==> src/rtl/core/dpr_pkg.sv <==
package dpr_pkg;

  // Vector length, word and index widths, and the widths that follow from them.
  localparam int VEC_LEN  = 8;
  localparam int WORD_W   = 32;
  localparam int ACC_W    = 2 * WORD_W;
  localparam int IDX_W    = 5;
  localparam int ELEM_AW  = (VEC_LEN > 1) ? $clog2(VEC_LEN) : 1;

  // Register map.
  localparam logic [IDX_W-1:0] IDX_B_BASE = IDX_W'(VEC_LEN);
  localparam logic [IDX_W-1:0] IDX_START  = IDX_W'(2 * VEC_LEN);
  localparam logic [IDX_W-1:0] IDX_DONE   = IDX_W'(2 * VEC_LEN + 1);
  localparam logic [IDX_W-1:0] IDX_LOW    = IDX_W'(2 * VEC_LEN + 2);
  localparam logic [IDX_W-1:0] IDX_HIGH   = IDX_W'(2 * VEC_LEN + 3);

  // Last element address issued by the sequencer.
  localparam logic [ELEM_AW-1:0] ELEM_LAST = ELEM_AW'(VEC_LEN - 1);

  // Access kinds.
  localparam logic OP_READ  = 1'b0;
  localparam logic OP_WRITE = 1'b1;

  // Sequencer states.
  typedef enum logic [2:0] {
    ST_CLEAR,
    ST_IDLE,
    ST_READ,
    ST_RUN,
    ST_DRAIN,
    ST_RESP
  } state_t;

  // Control from the sequencer to the multiply-accumulate unit.
  typedef struct packed {
    logic clr;
    logic en;
  } mac_ctl_t;

  // Status back from the multiply-accumulate unit.
  typedef struct packed {
    logic pend;
  } mac_sts_t;

endpackage

==> src/rtl/core/dpr_ram.sv <==
module dpr_ram #(
  parameter int WIDTH = 32,
  parameter int DEPTH = 8
) (
  input  logic                                     clk,
  input  logic                                     we,
  input  logic [((DEPTH > 1) ? $clog2(DEPTH) : 1)-1:0] waddr,
  input  logic [WIDTH-1:0]                         wdata,
  input  logic [((DEPTH > 1) ? $clog2(DEPTH) : 1)-1:0] raddr,
  output logic [WIDTH-1:0]                         rdata
);

  logic [WIDTH-1:0] mem [DEPTH];

  // One write port and one registered read port.
  always_ff @(posedge clk) begin
    if (we) begin
      mem[waddr] <= wdata;
    end
    rdata <= mem[raddr];
  end

endmodule

==> src/rtl/core/dpr_mac.sv <==
module dpr_mac (
  input  logic                          clk,
  input  logic                          rst_n,
  input  dpr_pkg::mac_ctl_t             ctl,
  input  logic [dpr_pkg::WORD_W-1:0]    op_a,
  input  logic [dpr_pkg::WORD_W-1:0]    op_b,
  output dpr_pkg::mac_sts_t             sts,
  output logic [dpr_pkg::ACC_W-1:0]     acc
);
  import dpr_pkg::*;

  logic signed [WORD_W-1:0] sa;
  logic signed [WORD_W-1:0] sb;
  logic signed [ACC_W-1:0]  prod_nxt;
  logic signed [ACC_W-1:0]  prod_r;
  logic                     prod_vld_r;
  logic [ACC_W-1:0]         acc_r;
  logic [ACC_W-1:0]         acc_nxt;

  // Signed 32 by 32 product, registered before the accumulator.
  assign sa       = op_a;
  assign sb       = op_b;
  assign prod_nxt = sa * sb;

  always_ff @(posedge clk) begin
    if (ctl.en) begin
      prod_r <= prod_nxt;
    end
  end

  // The accumulator wraps modulo two to the sixty-fourth.
  always_comb begin
    acc_nxt = acc_r;
    if (ctl.clr) begin
      acc_nxt = '0;
    end else if (prod_vld_r) begin
      acc_nxt = acc_r + ACC_W'(prod_r);
    end
  end

  always_ff @(posedge clk) begin
    if (!rst_n) begin
      prod_vld_r <= 1'b0;
      acc_r      <= '0;
    end else begin
      prod_vld_r <= ctl.en;
      acc_r      <= acc_nxt;
    end
  end

  assign sts.pend = prod_vld_r;
  assign acc      = acc_r;

endmodule

==> src/rtl/core/dot_product_register_device.sv <==
// A beat is accepted when start is high and busy is low. Its result is marked by out_valid
// in state RESP, which most accesses reach straight from IDLE, a vector element read through
// READ and a start through RUN, which feeds one element per cycle to a shared multiplier and
// accumulator, and then DRAIN. A new beat waits for the last result, as busy stays high in RESP.
// Reset: synchronous, active low; clears accumulator, done and sequencer, then busy stays high for
// a pass that writes zero to every vector element. Results cannot stall.
module dot_product_register_device (
  input  logic                          clk,
  input  logic                          rst_n,
  input  logic                          start,
  output logic                          busy,
  input  logic                          in_op,
  input  logic [dpr_pkg::IDX_W-1:0]     in_reg_index,
  input  logic [dpr_pkg::WORD_W-1:0]    in_write_data,
  output logic                          out_valid,
  output logic [dpr_pkg::WORD_W-1:0]    out_read_data,
  output logic                          out_bad_index
);
  import dpr_pkg::*;

  state_t               state_r;
  state_t               state_nxt;
  logic [ELEM_AW-1:0]   cnt_r;
  logic [ELEM_AW-1:0]   cnt_nxt;
  logic                 rd_vld_r;
  logic                 done_r;
  logic                 done_nxt;
  logic                 sel_b_r;
  logic                 sel_b_nxt;
  logic [WORD_W-1:0]    rdata_r;
  logic [WORD_W-1:0]    rdata_nxt;
  logic                 bad_r;
  logic                 bad_nxt;

  logic                 accept;
  logic                 is_wr;
  logic                 hit_a;
  logic                 hit_b;
  logic                 hit_start;
  logic                 hit_done;
  logic                 hit_low;
  logic                 hit_high;
  logic                 hit_none;
  logic                 go_mac;
  logic                 go_read;
  logic                 drain_end;
  logic                 clearing;
  logic [IDX_W-1:0]     b_off;
  logic [ELEM_AW-1:0]   addr_a;
  logic [ELEM_AW-1:0]   addr_b;
  logic [ELEM_AW-1:0]   raddr_a;
  logic [ELEM_AW-1:0]   raddr_b;
  logic [ELEM_AW-1:0]   waddr_a;
  logic [ELEM_AW-1:0]   waddr_b;
  logic [WORD_W-1:0]    wdata_vec;
  logic [WORD_W-1:0]    q_a;
  logic [WORD_W-1:0]    q_b;
  logic [ACC_W-1:0]     acc;
  mac_ctl_t             mac_ctl;
  mac_sts_t             mac_sts;

  // Decode of the beat on the input ports.
  assign accept    = start && (state_r == ST_IDLE);
  assign is_wr     = (in_op == OP_WRITE);
  assign hit_a     = (in_reg_index < IDX_B_BASE);
  assign hit_b     = !hit_a && (in_reg_index < IDX_START);
  assign hit_start = (in_reg_index == IDX_START);
  assign hit_done  = (in_reg_index == IDX_DONE);
  assign hit_low   = (in_reg_index == IDX_LOW);
  assign hit_high  = (in_reg_index == IDX_HIGH);
  assign hit_none  = !(hit_a || hit_b || hit_start || hit_done || hit_low || hit_high);
  assign go_mac    = accept && is_wr && hit_start && in_write_data[0];
  assign go_read   = accept && !is_wr && (hit_a || hit_b);
  assign drain_end = !rd_vld_r && !mac_sts.pend;

  assign b_off  = in_reg_index - IDX_B_BASE;
  assign addr_a = in_reg_index[ELEM_AW-1:0];
  assign addr_b = b_off[ELEM_AW-1:0];

  // While running, both vectors are read at the element counter.
  assign raddr_a = (state_r == ST_RUN) ? cnt_r : addr_a;
  assign raddr_b = (state_r == ST_RUN) ? cnt_r : addr_b;

  // After reset the element counter walks both stores and writes zero.
  assign clearing  = (state_r == ST_CLEAR);
  assign waddr_a   = clearing ? cnt_r : addr_a;
  assign waddr_b   = clearing ? cnt_r : addr_b;
  assign wdata_vec = clearing ? '0 : in_write_data;

  dpr_ram #(.WIDTH(WORD_W), .DEPTH(VEC_LEN)) u_vec_a (
    .clk   (clk),
    .we    (clearing || (accept && is_wr && hit_a)),
    .waddr (waddr_a),
    .wdata (wdata_vec),
    .raddr (raddr_a),
    .rdata (q_a)
  );

  dpr_ram #(.WIDTH(WORD_W), .DEPTH(VEC_LEN)) u_vec_b (
    .clk   (clk),
    .we    (clearing || (accept && is_wr && hit_b)),
    .waddr (waddr_b),
    .wdata (wdata_vec),
    .raddr (raddr_b),
    .rdata (q_b)
  );

  assign mac_ctl.clr = go_mac;
  assign mac_ctl.en  = rd_vld_r;

  dpr_mac u_mac (
    .clk   (clk),
    .rst_n (rst_n),
    .ctl   (mac_ctl),
    .op_a  (q_a),
    .op_b  (q_b),
    .sts   (mac_sts),
    .acc   (acc)
  );

  // Next state.
  always_comb begin
    state_nxt = state_r;
    unique case (state_r)
      ST_CLEAR: begin
        if (cnt_r == ELEM_LAST) begin
          state_nxt = ST_IDLE;
        end
      end
      ST_IDLE: begin
        if (accept) begin
          priority if (go_mac) begin
            state_nxt = ST_RUN;
          end else if (go_read) begin
            state_nxt = ST_READ;
          end else begin
            state_nxt = ST_RESP;
          end
        end
      end
      ST_READ:  state_nxt = ST_RESP;
      ST_RUN: begin
        if (cnt_r == ELEM_LAST) begin
          state_nxt = ST_DRAIN;
        end
      end
      ST_DRAIN: begin
        if (drain_end) begin
          state_nxt = ST_RESP;
        end
      end
      ST_RESP:  state_nxt = ST_IDLE;
      default:  state_nxt = ST_IDLE;
    endcase
  end

  // Datapath control and response capture.
  always_comb begin
    cnt_nxt   = cnt_r;
    done_nxt  = done_r;
    sel_b_nxt = sel_b_r;
    rdata_nxt = rdata_r;
    bad_nxt   = bad_r;
    unique case (state_r)
      ST_CLEAR: begin
        cnt_nxt = cnt_r + 1'b1;
      end
      ST_IDLE: begin
        cnt_nxt = '0;
        if (accept) begin
          sel_b_nxt = hit_b;
          bad_nxt   = hit_none;
          rdata_nxt = '0;
          if (!is_wr) begin
            priority if (hit_done) begin
              rdata_nxt = WORD_W'(done_r);
            end else if (hit_low) begin
              rdata_nxt = acc[WORD_W-1:0];
            end else if (hit_high) begin
              rdata_nxt = acc[ACC_W-1:WORD_W];
            end else begin
              rdata_nxt = '0;
            end
          end
        end
      end
      ST_READ: begin
        rdata_nxt = sel_b_r ? q_b : q_a;
      end
      ST_RUN: begin
        cnt_nxt = cnt_r + 1'b1;
      end
      ST_DRAIN: begin
        if (drain_end) begin
          done_nxt = 1'b1;
        end
      end
      ST_RESP: begin
      end
      default: begin
      end
    endcase
  end

  always_ff @(posedge clk) begin
    if (!rst_n) begin
      state_r  <= ST_CLEAR;
      cnt_r    <= '0;
      rd_vld_r <= 1'b0;
      done_r   <= 1'b0;
    end else begin
      state_r  <= state_nxt;
      cnt_r    <= cnt_nxt;
      rd_vld_r <= (state_r == ST_RUN);
      done_r   <= done_nxt;
    end
  end

  always_ff @(posedge clk) begin
    sel_b_r <= sel_b_nxt;
    rdata_r <= rdata_nxt;
    bad_r   <= bad_nxt;
  end

  // Port outputs.
  assign busy          = (state_r != ST_IDLE);
  assign out_valid     = (state_r == ST_RESP);
  assign out_read_data = rdata_r;
  assign out_bad_index = bad_r;

endmodule
==> config.mk <==
export PLATFORM = sky130hd
export DESIGN_NAME = dot_product_register_device
export DESIGN_NICKNAME = d
export VERILOG_FILES = /design/src/rtl/core/dpr_pkg.sv /design/src/rtl/core/dpr_ram.sv /design/src/rtl/core/dpr_mac.sv /design/src/rtl/core/dot_product_register_device.sv
export SDC_FILE = /design/constraint.sdc
export NUM_CORES = 2
export LEC_CHECK = 0
export ABC_AREA = 1
export BUFFER_PORTS_ARGS = -buffer_cell sky130_fd_sc_hd__buf_2
export CAP_MARGIN = 40
export CORE_ASPECT_RATIO = 1.5
export CORE_MARGIN = 4
export CORE_UTILIZATION = 50
export DETAILED_ROUTE_END_ITERATION = 10
export MAX_ROUTING_LAYER = met4
export PLACE_DENSITY = 0.68
export SLEW_MARGIN = 0
export SYNTH_ARGS = -nofsm -noshare
export SYNTH_HDL_FRONTEND = slang
export SYNTH_SLANG_ARGS = --single-unit
==> constraint.sdc <==
create_clock -name clk -period 6.9 [get_ports clk]
set_input_delay 0.345 -clock clk [delete_from_list [all_inputs] [get_ports clk]]
set_output_delay 0.345 -clock clk [all_outputs]
set_load 0.01 [all_outputs]
==> out/metrics.yaml <==
status: "finished, violations left"
violations: "negative setup slack"
place_worst_setup_slack_ns: -0.910
ys_top_cells_by_area: "fa_1 30%, edfxtp_1 26%, inv_1 11%"
grt_max_degree: 189
routedWlPerCell_um: 23.0
post-route-util_pct: 60.6
nNetsFinal: 10168
critPathMaxStageDelay_ns: 0.58
grt_pass1_wl_mm: 364
finClkSkew_ns: 0.0621
required_ns: 7.35
cts_max_level: 3
r2r_slack_ns: -0.02
regArea_um2: 21100
synthCells: 8258
yosysTopAreaCellShare_pct: 30.3
area_growth_pct: 20.3
grt_pass1_vias: 60377
dpl.hpwl_mm: 191
ys.flop_type: "edfxtp_1"
hold_viol_final: 0
critPathSlowestCell: "fa_1"
synth_cell_types: 44
num_vias: 57606
fin_cells: 10741
drt_iter0_drc: 4517
synth.avg_cell_area_um2: 8.66
cts.sinks: 747
cts_buffers: 76
dpl.cell_count: 10505
drc: 0
path_max_fanout: 4
io_pins: 76
nFillCells: 12027
worstPathBufferInverterCount: 8
die-area_um2: 149000
antenna_left: 0
ys_async_sr_fraction_pct: 0
die_x_um: 317
critical_path.top_delay_family: "adder cells"
start_util_pct: 50.4
synth_edf_count: 610
routabilityCongestion: 1.10
cp-start-kind: "flip-flop"
synth.largest_area_cell: "fa_1"
seq_area_frac_synth_pct: 29.4
finalSetupViolCount: 4
worst_pin_slew_ns: 1.01
cap_violations: 0
viasPerCell: 5.36
cts.clk_slew.worst_paths_ns: 0.08
clock.fmax_ghz: 0.144
finalCriticalPeriod_ns: 6.92
endpoint_kind: "flip-flop"
insertion_delay_ns: 0.72
synth-seq-cells: 747
dr.pass1.iters: 6
cts_root_buffer: "clkbuf_16"
drive_gt1_share_pct: 17.5
grtUsageTotal_pct: 34.1
yosys_warnings: 0
io_buffers: 75
period_share_pct: 100
multi_input_area_um2: 44000
whs_ns: 0.0690
crit_top_cell: "fa_1"
antenna_found_initial: 2
cts_tree: "yes"
cts_buffer_depth: 3
setup_ws_ns: -0.0231
drv_slew: 0
die_h_um: 471
arrival_ns: 7.38
rows: 169
grt_overflow: 0
grt_setup_unrepaired: "true"
slew_headroom_pct: 32.7
hp-class: "input port to flip-flop"
core_area_um2: 142000
drt-total-wl_mm: 247
path_class: "flip-flop to flip-flop"
synth_area_um2: 71500
synth_fp_nets: 9631
cell usage in the layout (no fill, tap or decap), types with 66 or more instances in the layout:
| cell type | n |
|---|---|
| a21oi_1 | 169 |
| a31oi_1 | 66 |
| buf_12 | 126 |
| buf_2 | 82 |
| buf_4 | 558 |
| clkbuf_16 | 82 |
| dfxtp_1 | 104 |
| edfxtp_1 | 610 |
| fa_1 | 1023 |
| ha_1 | 200 |
| inv_1 | 1956 |
| inv_2 | 82 |
| nand2_1 | 1658 |
| nand3_1 | 147 |
| nor2_1 | 660 |
| o21ai_0 | 263 |
| o21ai_1 | 144 |
| o22ai_1 | 97 |
cell type report:
cell class / count / share of cell area [%]
flip-flops and latches: 747 / 24.6
well taps: 1881 / 2.74
clock buffers: 107 / 2.49
repair buffers: 844 / 9.64
inverters: 2047 / 8.96
multi-input cells: 5079 / 51.1
diodes: 2 / 0.00582
clock inverters: 34 / 0.487
cell families after synthesis:
family	synth area share [%]
and+or+nand+nor	15.0
buffers and inverters	13.0
adders and majority gates	34.7
AOI/OAI and AO/OA	6.86
DFF	29.4
xor gates and xnor gates	1.11
synthesized netlist by cell type (2+ instances only):
master,instances
a21boi_0,2
a21o_1,10
a21oi_1,247
a31oi_1,69
buf_1,6
buf_2,46
buf_4,23
clkbuf_1,308
clkinv_1,3
dfxtp_1,137
edfxtp_1,610
fa_1,1083
ha_1,249
inv_1,2040
inv_2,4
nand2_1,1735
nand3_1,164
nand3b_1,4
nand4_1,27
nor2_1,764
nor2_2,2
nor3_1,33
nor3b_1,2
nor4_1,8
o211ai_1,7
o21ai_0,313
o21ai_1,131
o21bai_1,28
o22ai_1,97
or2_2,3
xnor2_1,20
xor2_1,71
state kept, by name, indices dropped and copies added (netlist names):
name / count
state_r: 3
u_vec_b.mem: 256
u_vec_b.rdata: 32
out_read_data: 32
sel_b_r: 1
u_vec_a.rdata: 32
rd_vld_r: 1
u_mac.sts: 1
cnt_r: 3
done_r: 1
u_mac.prod_r: 64
out_bad_index: 1
u_vec_a.mem: 256
u_mac.acc: 64
worst paths after layout:
path | endpoint | cells past startpoint | start
setup / recovery | u_mac.prod_r[40]$_DFFE_PP_ | 25 | u_vec_b.rdata[8]$_DFF_P_
hold / removal | sel_b_r$_DFFE_PP_ | 3 | in_reg_index[3]
setup reg to reg | u_mac.prod_r[40]$_DFFE_PP_ | 25 | u_vec_b.rdata[8]$_DFF_P_
hold reg to reg | cnt_r[1]$_SDFFE_PN0P_ | 2 | cnt_r[1]$_SDFFE_PN0P_
per-stage QoR:
step,instance area (um^2),TNS (ns)
after floorplan,71600,0
after global placement,79200,-25.33
after detailed placement,79300,-27.72
after CTS,83900,-0.134
after global routing,86000,-3.42
final,86000,-0.0546
worst min-delay path: cells and delay by family:
| family | cells | cell delay, ns |
|---|---|---|
| AND/OR/NAND/NOR | 1 | 0.16 |
| buffers and inverters | 2 | 0.13 |
layer usage:
| layer | track usage (%) | up-vias | wire length (um) |
|---|---|---|---|
| li1 | - | 25862 | - |
| met1 | 35.1 | 28501 | 81000 |
| met2 | 59.1 | 2273 | 127000 |
| met3 | 4.25 | 970 | 14200 |
| met4 | 25.4 | 0 | 25600 |
| met5 | - | - | 0 |
timing repair:
item / 4_1_cts / 5_1_grt
hold buffers: 2 / 0
cloned: 6 / 5
endpoints found under the setup margin: 47 / 43
setup buffers: 38 / 46
hold endpoints to repair: 5 / 0
gates resized for setup: 392 / 437
pin swaps: 127 / 179
Power is not shown: default switching activity piles up to over one toggle a cycle in this logic, so the estimate is an artifact.
